File: src/rtl/dem_pkg.sv
// Shared types and constants for the depth error metrics block.
package dem_pkg;
    localparam int CfgIdxBits = 3;
    localparam int CfgDataBits = 16;
    localparam logic [CfgIdxBits-1:0] REG_DEPTH_MIN = 3'd0;
    localparam logic [CfgIdxBits-1:0] REG_DEPTH_MAX = 3'd1;
    localparam logic [CfgIdxBits-1:0] REG_BAD_THR0 = 3'd2;
    localparam logic [CfgIdxBits-1:0] REG_BAD_THR1 = 3'd3;
    localparam logic [CfgIdxBits-1:0] REG_BAD_THR2 = 3'd4;
    localparam logic [47:0] CAP48 = 48'hFFFF_FFFF_FFFF;

    typedef enum logic [3:0] {
        M_RMSE = 4'd0, M_MAE = 4'd1, M_ABSREL = 4'd2, M_SQREL = 4'd3,
        M_DELTA1 = 4'd4, M_DELTA2 = 4'd5, M_DELTA3 = 4'd6, M_DENSITY = 4'd7,
        M_EVAL = 4'd8, M_GTVALID = 4'd9, M_BAD0 = 4'd10, M_BAD1 = 4'd11,
        M_BAD2 = 4'd12
    } t_metric;

    typedef struct packed {
        logic [15:0] est_depth;
        logic [15:0] gt_depth;
        logic        est_finite;
        logic        gt_finite;
        logic        frame_end;
    } t_in;

    typedef struct packed {
        logic [3:0]  metric_id;
        logic [47:0] metric_value;
        logic        final_metric;
    } t_out;

    // classified pixel passed from front to back
    typedef struct packed {
        logic        g_ok;
        logic        both_ok;
        logic        last;
        logic [15:0] ae;
        logic [15:0] gt;
        logic [2:0]  delta_hit;
        logic [2:0]  bad_hit;
    } t_pix;

    typedef enum logic [2:0] {
        S_ACC, S_DIV_LOAD, S_DIV_RUN, S_SQRT, S_EMIT
    } t_state;
endpackage

File: src/rtl/dem_front.sv
// Front end: range check, error and delta classification of each pixel.
module dem_front (
    input  logic             i_clk,
    input  logic             i_rst_n,
    input  logic             i_valid,
    output logic             o_stall,
    input  dem_pkg::t_in     i_data,
    input  logic [15:0]      i_depth_min,
    input  logic [15:0]      i_depth_max,
    input  logic [15:0]      i_thr [3],
    output logic             o_valid,
    input  logic             i_stall,
    output dem_pkg::t_pix    o_pix
);
    import dem_pkg::*;
    logic [15:0] lo, e, g, mx, mn, ae;
    logic g_ok, e_ok;
    logic r_valid;
    t_pix r_pix, n_pix;
    logic [22:0] mx64, mn125;

    assign e = i_data.est_depth;
    assign g = i_data.gt_depth;
    assign lo = (i_depth_min == 16'd0) ? 16'd1 : i_depth_min;
    assign g_ok = i_data.gt_finite && g >= lo && g <= i_depth_max;
    assign e_ok = i_data.est_finite && e >= lo && e <= i_depth_max;
    assign mx = (e > g) ? e : g;
    assign mn = (e > g) ? g : e;
    assign ae = mx - mn;
    assign mx64 = {1'b0, mx, 6'd0};
    assign mn125 = 23'(mn) * 23'd125;

    always_comb begin
        n_pix.g_ok = g_ok;
        n_pix.both_ok = g_ok && e_ok;
        n_pix.last = i_data.frame_end;
        n_pix.ae = ae;
        n_pix.gt = g;
        n_pix.delta_hit[0] = {3'd0, mx, 2'd0} < 21'(mn) * 21'd5;
        n_pix.delta_hit[1] = {3'd0, mx, 4'd0} < 23'(mn) * 23'd25;
        n_pix.delta_hit[2] = mx64 < mn125;
        for (int k = 0; k < 3; k++) n_pix.bad_hit[k] = ae > i_thr[k];
    end

    assign o_stall = r_valid && i_stall;
    always_ff @(posedge i_clk) begin
        if (!i_rst_n) r_valid <= 1'b0;
        else if (!o_stall) r_valid <= i_valid;
        if (!o_stall && i_valid) r_pix <= n_pix;
    end
    assign o_valid = r_valid;
    assign o_pix = r_pix;
endmodule

File: src/rtl/dem_fifo.sv
// Short queue between front and back.
module dem_fifo #(
    parameter int Depth = 4
) (
    input  logic          i_clk,
    input  logic          i_rst_n,
    input  logic          i_valid,
    output logic          o_stall,
    input  dem_pkg::t_pix i_data,
    output logic          o_valid,
    input  logic          i_stall,
    output dem_pkg::t_pix o_data
);
    import dem_pkg::*;
    localparam int Aw = $clog2(Depth);
    t_pix r_mem [Depth];
    logic [Aw-1:0] r_wp, r_rp;
    logic [Aw:0] r_cnt;
    logic wr, rd;
    assign o_stall = (r_cnt == (Aw+1)'(Depth));
    assign o_valid = (r_cnt != '0);
    assign wr = i_valid && !o_stall;
    assign rd = o_valid && !i_stall;
    assign o_data = r_mem[r_rp];
    always_ff @(posedge i_clk) begin
        if (!i_rst_n) begin
            r_wp <= '0; r_rp <= '0; r_cnt <= '0;
        end else begin
            if (wr) r_wp <= (r_wp == Aw'(Depth-1)) ? '0 : r_wp + 1'b1;
            if (rd) r_rp <= (r_rp == Aw'(Depth-1)) ? '0 : r_rp + 1'b1;
            r_cnt <= r_cnt + (Aw+1)'(wr) - (Aw+1)'(rd);
        end
        if (wr) r_mem[r_wp] <= i_data;
    end
endmodule

File: src/rtl/dem_divider.sv
// Radix-2 restoring divider: quotient of a 96-bit numerator by a 32-bit divisor.
module dem_divider (
    input  logic        i_clk,
    input  logic        i_rst_n,
    input  logic        i_start,
    input  logic [95:0] i_num,
    input  logic [31:0] i_den,
    output logic        o_done,
    output logic [95:0] o_quot
);
    logic [95:0] r_q;
    logic [32:0] r_rem;
    logic [6:0]  r_cnt;
    logic        r_busy, r_done;
    logic [32:0] t;
    assign t = {r_rem[31:0], r_q[95]};
    always_ff @(posedge i_clk) begin
        if (!i_rst_n) begin
            r_busy <= 1'b0; r_done <= 1'b0;
        end else begin
            r_done <= 1'b0;
            if (i_start) begin
                r_busy <= 1'b1;
                r_cnt <= 7'd0;
            end else if (r_busy) begin
                r_cnt <= r_cnt + 7'd1;
                if (r_cnt == 7'd95) begin
                    r_busy <= 1'b0; r_done <= 1'b1;
                end
            end
        end
        if (i_start) begin
            r_q <= i_num; r_rem <= '0;
        end else if (r_busy) begin
            if (t >= {1'b0, i_den}) begin
                r_rem <= t - {1'b0, i_den};
                r_q <= {r_q[94:0], 1'b1};
            end else begin
                r_rem <= t;
                r_q <= {r_q[94:0], 1'b0};
            end
        end
    end
    assign o_done = r_done;
    assign o_quot = r_q;
endmodule

File: src/rtl/dem_back.sv
// Back end: accumulators, per-pixel divides, frame-end metric sequencer.
module dem_back #(
    parameter int CntBits = 22
) (
    input  logic          i_clk,
    input  logic          i_rst_n,
    input  logic          i_valid,
    output logic          o_stall,
    input  dem_pkg::t_pix i_pix,
    output logic          o_valid,
    input  logic          i_stall,
    output dem_pkg::t_out o_data
);
    import dem_pkg::*;
    localparam logic [CntBits-1:0] CntCap = '1;

    t_state r_state, n_state;
    logic [63:0] r_sq_sum, r_ar_sum, r_sr_sum;
    logic [47:0] r_ae_sum;
    logic [CntBits-1:0] r_eval, r_gtv, r_delta [3], r_bad [3];
    t_pix r_pix;
    logic [1:0] r_pp;       // per-pixel divide phase: 0 idle, 1 absrel, 2 sqrel
    logic [3:0] r_mid;
    logic [47:0] r_vals [13];
    logic [63:0] r_mean;    // Q.32 mean of err^2, all ones on overflow
    logic [31:0] r_sqrt_x;
    logic [63:0] r_sx, r_sr, r_sb;
    logic [5:0] r_sc;
    logic r_out_v;
    t_out r_out;

    logic div_start, div_done;
    logic [95:0] div_num, div_quot;
    logic [31:0] div_den;
    dem_divider u_div (
        .i_clk(i_clk), .i_rst_n(i_rst_n), .i_start(div_start),
        .i_num(div_num), .i_den(div_den), .o_done(div_done), .o_quot(div_quot)
    );

    logic [31:0] sq;
    assign sq = 32'(r_pix.ae) * 32'(r_pix.ae);

    function automatic logic [63:0] sat64(input logic [63:0] a, input logic [63:0] b);
        logic [64:0] s;
        s = {1'b0, a} + {1'b0, b};
        return s[64] ? '1 : s[63:0];
    endfunction
    function automatic logic [47:0] cap48(input logic [95:0] v);
        return (v > 96'(CAP48)) ? CAP48 : v[47:0];
    endfunction

    logic take;
    assign take = (r_state == S_ACC) && r_pp == 2'd0 && i_valid;
    assign o_stall = !(r_state == S_ACC && r_pp == 2'd0);

    // operand selection for metric divides
    logic [CntBits-1:0] cnt_k, den_k;
    logic [95:0] num_k;
    always_comb begin
        num_k = '0; den_k = r_eval; cnt_k = '0;
        case (r_mid) inside
            M_RMSE:   num_k = {r_sq_sum, 32'd0};
            M_MAE:    num_k = {32'd0, r_ae_sum, 16'd0};
            M_ABSREL: num_k = {32'd0, r_ar_sum};
            M_SQREL:  num_k = {32'd0, r_sr_sum};
            M_DELTA1, M_DELTA2, M_DELTA3: begin
                cnt_k = r_delta[2'(r_mid - 4'd4)]; num_k = 96'(cnt_k) << 16;
            end
            M_DENSITY: begin num_k = 96'(r_eval) << 16; den_k = r_gtv; end
            default: begin
                cnt_k = r_bad[2'(r_mid - 4'd10)]; num_k = 96'(cnt_k) << 16;
            end
        endcase
    end

    logic [3:0] last_id;
    assign last_id = M_BAD2;
    logic skip;
    assign skip = (r_mid == M_EVAL || r_mid == M_GTVALID) ||
                  (r_mid == M_DENSITY ? r_gtv == '0 : r_eval == '0);

    always_comb begin
        n_state = r_state;
        div_start = 1'b0;
        div_num = num_k;
        div_den = 32'(den_k);
        if (r_pp == 2'd1) begin
            div_num = {64'd0, 16'd0, r_pix.ae} << 16; div_den = 32'(r_pix.gt);
        end else if (r_pp == 2'd2) begin
            div_num = 96'(sq) << 16; div_den = 32'(r_pix.gt);
        end
        unique case (r_state)
            S_ACC: if (r_pp == 2'd0 && take && i_pix.both_ok) begin
                       div_start = 1'b1;
                       div_num = 96'(i_pix.ae) << 16;
                   end
                   else if (r_pp == 2'd0 && take && i_pix.last) n_state = S_DIV_LOAD;
                   else if (r_pp == 2'd2 && div_done && r_pix.last) n_state = S_DIV_LOAD;
                   else if (r_pp == 2'd1 && div_done) div_start = 1'b1;
            S_DIV_LOAD: if (!skip) begin div_start = 1'b1; n_state = S_DIV_RUN; end
                        else if (r_mid == last_id) n_state = S_SQRT;
            S_DIV_RUN: if (div_done)
                           n_state = (r_mid == last_id) ? S_SQRT : S_DIV_LOAD;
            S_SQRT: if (r_sc == 6'd32) n_state = S_EMIT;
            S_EMIT: if (r_mid == last_id && (!r_out_v || !i_stall)) n_state = S_ACC;
            default: n_state = S_ACC;
        endcase
        if (r_pp == 2'd1 && div_done) begin
            div_num = 96'(sq) << 16;
        end
    end

    logic [63:0] trial;
    assign trial = r_sr + r_sb;

    always_ff @(posedge i_clk) begin
        if (!i_rst_n) begin
            r_state <= S_ACC; r_pp <= 2'd0; r_out_v <= 1'b0; r_mid <= '0;
            r_sq_sum <= '0; r_ae_sum <= '0; r_ar_sum <= '0; r_sr_sum <= '0;
            r_eval <= '0; r_gtv <= '0;
            for (int k = 0; k < 3; k++) begin r_delta[k] <= '0; r_bad[k] <= '0; end
        end else begin
            r_state <= n_state;
            if (take) begin
                r_pix <= i_pix;
                if (i_pix.g_ok && r_gtv != CntCap) r_gtv <= r_gtv + 1'b1;
                if (i_pix.both_ok) begin
                    r_pp <= 2'd1;
                    if (r_eval != CntCap) r_eval <= r_eval + 1'b1;
                    r_ae_sum <= sat64({16'd0, r_ae_sum}, 64'(i_pix.ae)) > 64'(CAP48)
                                ? CAP48 : r_ae_sum + 48'(i_pix.ae);
                    for (int k = 0; k < 3; k++) begin
                        if (i_pix.delta_hit[k] && r_delta[k] != CntCap)
                            r_delta[k] <= r_delta[k] + 1'b1;
                        if (i_pix.bad_hit[k] && r_bad[k] != CntCap)
                            r_bad[k] <= r_bad[k] + 1'b1;
                    end
                end
                r_mid <= M_RMSE;
            end
            if (r_pp == 2'd1 && div_done) begin
                r_pp <= 2'd2;
                r_sq_sum <= sat64(r_sq_sum, 64'(sq));
                r_ar_sum <= (sat64(r_ar_sum, div_quot[63:0]) > 64'(CAP48))
                            ? 64'(CAP48) : r_ar_sum + div_quot[63:0];
            end
            if (r_pp == 2'd2 && div_done) begin
                r_pp <= 2'd0;
                r_sr_sum <= sat64(r_sr_sum, div_quot[63:0]);
            end
            if (r_state == S_DIV_LOAD && skip) begin
                r_vals[r_mid] <= (r_mid == M_EVAL) ? 48'(r_eval) :
                                 (r_mid == M_GTVALID) ? 48'(r_gtv) : '0;
                if (r_mid == M_RMSE) r_mean <= '0;
                if (r_mid != last_id) r_mid <= r_mid + 4'd1;
            end
            if (r_state == S_DIV_RUN && div_done) begin
                r_vals[r_mid] <= cap48(div_quot);
                if (r_mid == M_RMSE)
                    r_mean <= (div_quot[95:64] != '0) ? '1 : div_quot[63:0];
                if (r_mid != last_id) r_mid <= r_mid + 4'd1;
            end
            // bit-by-bit square root of the Q.32 mean
            if (n_state == S_SQRT && r_state != S_SQRT) begin
                r_sx <= r_mean;
                r_sr <= '0; r_sb <= 64'd1 << 62; r_sc <= '0;
            end
            if (r_state == S_SQRT && r_sc != 6'd32) begin
                r_sc <= r_sc + 6'd1;
                if (r_sx >= trial) begin
                    r_sx <= r_sx - trial; r_sr <= (r_sr >> 1) + r_sb;
                end else r_sr <= r_sr >> 1;
                r_sb <= r_sb >> 2;
            end
            if (r_state == S_SQRT && r_sc == 6'd32) begin
                r_vals[M_RMSE] <= r_sr[47:0];
                r_mid <= M_RMSE;
            end
            if (r_state == S_EMIT) begin
                // load the next metric once the output register is free
                if (!r_out_v || !i_stall) begin
                    r_out_v <= 1'b1;
                    r_out.metric_id <= r_mid;
                    r_out.metric_value <= r_vals[r_mid];
                    r_out.final_metric <= (r_mid == last_id);
                    if (r_mid != last_id) r_mid <= r_mid + 4'd1;
                end
                if (n_state == S_ACC) begin
                    r_sq_sum <= '0; r_ae_sum <= '0; r_ar_sum <= '0; r_sr_sum <= '0;
                    r_eval <= '0; r_gtv <= '0;
                    for (int k = 0; k < 3; k++) begin r_delta[k] <= '0; r_bad[k] <= '0; end
                end
            end else if (r_out_v && !i_stall) r_out_v <= 1'b0;
        end
    end
    assign o_valid = r_out_v;
    assign o_data = r_out;
endmodule

File: src/rtl/depth_error_metrics_top.sv
// Depth error metrics top level: front classifier, queue and back accumulator.
// Each pixel with both depths valid occupies the back end through two 96-step
// divisions for the relative errors; other pixels need no division.
// On frame end the block computes up to 11 divisions and a 32-step square
// root, then emits 13 results, one per cycle when not stalled.
module depth_error_metrics_top (
    input  logic          i_clk,
    input  logic          i_rst_n,
    input  logic          i_valid,
    output logic          o_stall,
    input  dem_pkg::t_in  i_data,
    input  logic          i_cfg_we,
    input  logic [dem_pkg::CfgIdxBits-1:0] i_cfg_idx,
    input  logic [dem_pkg::CfgDataBits-1:0] i_cfg_data,
    output logic          o_valid,
    input  logic          i_stall,
    output dem_pkg::t_out o_data
);
    import dem_pkg::*;
    logic [15:0] r_dmin, r_dmax;
    logic [15:0] r_thr [3];
    always_ff @(posedge i_clk) begin
        if (!i_rst_n) begin
            r_dmin <= 16'd1; r_dmax <= 16'hFFFF;
            r_thr[0] <= 16'd16; r_thr[1] <= 16'd32; r_thr[2] <= 16'd64;
        end else if (i_cfg_we) begin
            unique case (i_cfg_idx)
                REG_DEPTH_MIN: r_dmin <= i_cfg_data;
                REG_DEPTH_MAX: r_dmax <= i_cfg_data;
                REG_BAD_THR0:  r_thr[0] <= i_cfg_data;
                REG_BAD_THR1:  r_thr[1] <= i_cfg_data;
                REG_BAD_THR2:  r_thr[2] <= i_cfg_data;
                default: ;
            endcase
        end
    end
    logic f_v, f_s, q_v, q_s;
    t_pix f_p, q_p;
    dem_front u_front (
        .i_clk, .i_rst_n, .i_valid, .o_stall, .i_data,
        .i_depth_min(r_dmin), .i_depth_max(r_dmax), .i_thr(r_thr),
        .o_valid(f_v), .i_stall(f_s), .o_pix(f_p)
    );
    dem_fifo #(.Depth(4)) u_fifo (
        .i_clk, .i_rst_n, .i_valid(f_v), .o_stall(f_s), .i_data(f_p),
        .o_valid(q_v), .i_stall(q_s), .o_data(q_p)
    );
    dem_back #(.CntBits(22)) u_back (
        .i_clk, .i_rst_n, .i_valid(q_v), .o_stall(q_s), .i_pix(q_p),
        .o_valid, .i_stall, .o_data
    );
endmodule

File: config.mk
export PLATFORM = sky130hd
export DESIGN_NAME = depth_error_metrics_top
export DESIGN_NICKNAME = d
export VERILOG_FILES = /design/src/rtl/dem_pkg.sv /design/src/rtl/dem_front.sv /design/src/rtl/dem_fifo.sv /design/src/rtl/dem_divider.sv /design/src/rtl/dem_back.sv /design/src/rtl/depth_error_metrics_top.sv
export SDC_FILE = /design/constraint.sdc
export NUM_CORES = 2
export LEC_CHECK = 0
export BUFFER_PORTS_ARGS = -buffer_cell sky130_fd_sc_hd__buf_2
export CAP_MARGIN = 20
export CORE_ASPECT_RATIO = 2
export CORE_MARGIN = 3
export CORE_UTILIZATION = 35
export DETAILED_ROUTE_END_ITERATION = 12
export SETUP_SLACK_MARGIN = 0.4
export SYNTH_ARGS = -nofsm -noshare
export SYNTH_HDL_FRONTEND = slang
export SYNTH_SLANG_ARGS = --single-unit
File: constraint.sdc
create_clock -name i_clk -period 12.35 [get_ports i_clk]
set_input_delay 2.47 -clock i_clk [delete_from_list [all_inputs] [get_ports i_clk]]
set_output_delay 2.47 -clock i_clk [all_outputs]
set_load 0.01 [all_outputs]
==> summary.md <==
| Metric | Value |
|---|---|
| Detailed Route WL | approximately 350,000 um |
| CTS tree | yes |
| Initial Util | 0.352 |
| H-tree levels | 4 |
| Multi-input logic area | between 50,000 and 60,000 um^2 |
| Tmin final | 10.60 ns |
| Fin. max-slew vios | 0 |
| Hold Violations, Final | 0 |
| Metal-1 WL | around 110,000 um |
| Root buffer cell | clkbuf_16 |
| Min-Delay Path Class | register to register |
| Relative slew slack | 0.0472 |
| DR vias | between 80,000 and 90,000 |
| Crit-path max FO | 16 |
| Area share of the largest cell type after synthesis | 0.375 |
| Die Wd | about 400 um |
| Max clock buf depth | 4 |
| Setup CP Type | register to register |
| I/O pin count | around 110 |
| Main combinational cell family by area after synthesis | compound AO/OA/AOI/OAI gates |
| Fin crit share | 0.858 |
| Die area | 323,000 um^2 |
| Mean area per synthesized cell | about 11 um^2 |
| DRT Pass-1 Iters | 6 |
| Sequential Area | around 50,000 um^2 |
| Post-DRT Antenna Nets | 0 |
| Hold buffer count at cts | 0 |
| Top cell by count, worst path | fa_1 |
| # setup viols final | 0 |
| Worst-Margin Slew | ~1.4 ns |
| Site Rows | 291 |
| WP buf/inv | 4 |
| Synthesized flop and latch total | approximately 1,800 |
| Fin nets | 11,500 |
| Share of layout cells above drive strength 1 | 0.0890 |
| Chip height | approximately 800 um |
| CTS sink count | about 1,800 |
| Area growth, synth to finish | 10.3% |
| RSZ-0062 raised after global routing | no |
| Post-synthesis compound-gate area fraction | 0.149 |
| GRT overflow | 0 |
| First-pass GRT wire length | between 500,000 and 600,000 um |
| Yosys cell types | 91 |
| Area share of and/or/nand/nor cells after synthesis | 0.123 |
| Dpl hpwl | ~260,000 um |
| Area leader, netlist | edfxtp_1 |
| Crit-path slowest cell | edfxtp_1 |
| CP top delay family | adder cells |
| Number of global-route vias before repair | around 85,000 |
| Post-Syn Instances | about 10,000 |
| TritonCTS buffer count | about 180 |
| Iteration-0 DRC Markers | 4,890 |
| DR vias/cell | approximately 5.6 |
| Async SR Flop Fraction | 0 |
| Post-synthesis adder-cell area fraction | 0.127 |
| Sequential-to-total area share from yosys stat | 0.451 |
| DR DRC count | 0 |
| Met2 wire length | about 190,000 um |
| Util after Layout | 0.388 |
| Count of flip-flops with a built-in enable after synthesis | around 1,400 |
| # port buffers | between 100 and 150 |
| Synthesized net count | around 12,000 |
| Synth Area in XOR/XNOR | 0.0507 |
| Mapped Area | 110,000 um^2 |
| Mux cell area share after synthesis | 0.0626 |
| CTS resizes | 0 |
| Startpoint types | register |
| Clock latency on the worst-skew pair | roughly 0.93 ns |
| Fmax | approximately 0.094 GHz |
| Required time worst endpoint | ~13 ns |
| Largest cells by area after synthesis | edfxtp_1 (38%), ha_1 (8.5%), dfxtp_1 (7.6%) |
| Outcome | finished clean |
| Number of fill cells in the layout | between 30,000 and 40,000 |
| Yosys warns | 0 |
| Instance area at placement | 116,000 um^2 |
| CP max stage delay | around 0.9 ns |
| Wire per inst | around 24 um |
| Critical path data arrival time | roughly 11 ns |
| Max-cap violations | 0 |
| Postcts setup bufs | 0 |
| Max Used Layer | met5 |
| CP Capture Type | register |
| Largest net degree at the start of global routing | roughly 190 |
| Setup TNS | 0 ns |
| Design Area, Final | between 100,000 and 150,000 um^2 |
| Antenna violations before repair | 7 |
| Aggregate global-route resource usage | 0.210 |
| Core box area | 314,000 um^2 |
| Met3 wire len | around 13,000 um |
| Hold_ws | approximately 0.45 ns |
| GP Congestion | between 1 and 1.5 |
| Dominant synthesized flop cell | edfxtp_1 |
| Clk pin slew, worst setup/hold paths | around 0.07 ns |
| Clock Skews | roughly 0.15 ns |
worst paths after layout:
kind	start	end	slack [ns]	cells after the start
max	u_back.r_pix[34]	u_back.r_sq_sum[52]	1.75	33
min	u_front.o_pix[29]	u_fifo.r_mem[1][29]	0.45	0
max reg2reg	u_back.r_pix[34]	u_back.r_sq_sum[52]	1.75	33
min reg2reg	u_front.o_pix[29]	u_fifo.r_mem[1][29]	0.45	0
area by class of cell:
| class | instances | area share |
|---|---|---|
| multi-input cells | 7614 | 0.468 |
| flip-flops and latches | 1798 | 0.409 |
| well taps | 4102 | 0.0421 |
| clock buffers | 227 | 0.0397 |
| inverters | 565 | 0.0174 |
| repair buffers | 286 | 0.0161 |
| clock inverters | 88 | 0.00785 |
| diodes | 6 | 0.000123 |
logic make-up (layout without fill, tap and decap cells):
group / Yosys count / in the layout
AND/OR/NAND/NOR: 2927 / 2927
AO/OA/AOI/OAI: 2667 / 2667
flip-flops: 1798 / 1798
buffers and inverters: 1077 / 1166
adder cells (fa/ha/maj): 984 / 984
XOR/XNOR: 639 / 639
multiplexers: 397 / 397
other: 0 / 6
metrics by stage:
stage / worst slack [ns] / instances
finish: 1.75 / 14700
global route: 1.09 / 14700
CTS: 1.75 / 14700
detailed placement: 1.05 / 14400
global placement: 0.994 / 14400
floorplan: 1.69 / 10500
synth_stat cells, drive strengths merged (14+ instances only):
| master | instances |
|---|---|
| mux4 | 233 |
| a31oi | 134 |
| ha | 748 |
| edfxtp | 1380 |
| a22o | 34 |
| buf | 73 |
| nand2b | 76 |
| a221oi | 88 |
| mux2 | 19 |
| fa | 233 |
| nand4 | 143 |
| a21oi | 878 |
| xor2 | 348 |
| o21bai | 77 |
| nand3b | 14 |
| a211oi | 96 |
| a31o | 23 |
| nand3 | 202 |
| nor3 | 233 |
| mux2i | 145 |
| or2 | 21 |
| or4 | 16 |
| o22ai | 27 |
| and2 | 132 |
| and4 | 21 |
| a21o | 244 |
| nand2 | 964 |
| clkbuf | 439 |
| or3 | 48 |
| xnor2 | 291 |
| a21boi | 24 |
| a311oi | 15 |
| inv | 562 |
| o211ai | 90 |
| nor2b | 97 |
| nor4 | 48 |
| o21a | 63 |
| dfxtp | 418 |
| nor2 | 778 |
| o21ai | 671 |
| and3 | 100 |
| o31ai | 76 |
flip-flops by register name, indices dropped and copies added, names as in the netlist, 48 cells and up, named ones only:
register	flops
u_back.r_vals	624
u_fifo.r_mem	164
u_back.u_div.o_quot	96
u_back.r_bad	66
u_back.r_delta	66
u_back.r_ar_sum	64
u_back.r_mean	64
u_back.r_sq_sum	64
u_back.r_sr	64
u_back.r_sr_sum	64
u_back.r_sx	64
u_back.o_data	53
r_thr	48
u_back.r_ae_sum	48
cell usage in the layout (no fill, tap or decap), types with 77 or more instances in the layout:
| cell type | synthesis | layout |
|---|---|---|
| a211oi_1 | 96 | 96 |
| a21o_1 | 244 | 244 |
| a21oi_1 | 876 | 873 |
| a221oi_1 | 88 | 88 |
| a31oi_1 | 134 | 133 |
| and2_1 | 132 | 124 |
| and3_1 | 100 | 98 |
| buf_2 | 17 | 112 |
| buf_4 | 2 | 158 |
| clkbuf_16 | 0 | 184 |
| dfxtp_1 | 418 | 411 |
| edfxtp_1 | 1380 | 1380 |
| fa_1 | 233 | 233 |
| ha_1 | 748 | 748 |
| inv_1 | 561 | 560 |
| mux2i_1 | 145 | 145 |
| mux4_2 | 233 | 233 |
| nand2_1 | 964 | 961 |
| nand3_1 | 202 | 202 |
| nand4_1 | 143 | 143 |
| nor2_1 | 778 | 759 |
| nor2b_1 | 97 | 96 |
| nor3_1 | 232 | 229 |
| o211ai_1 | 90 | 90 |
| o21ai_0 | 658 | 651 |
| o21bai_1 | 77 | 77 |
| xnor2_1 | 291 | 291 |
| xor2_1 | 348 | 348 |
metal layers:
layer,GRT usage,vias to the layer above
li1,-,38500
met1,0.200,40400
met2,0.404,2166
met3,0.0254,1033
met4,0.165,4
met5,0,-
Power is not shown: default switching activity piles up to over one toggle a cycle in this logic, so the estimate is an artifact.
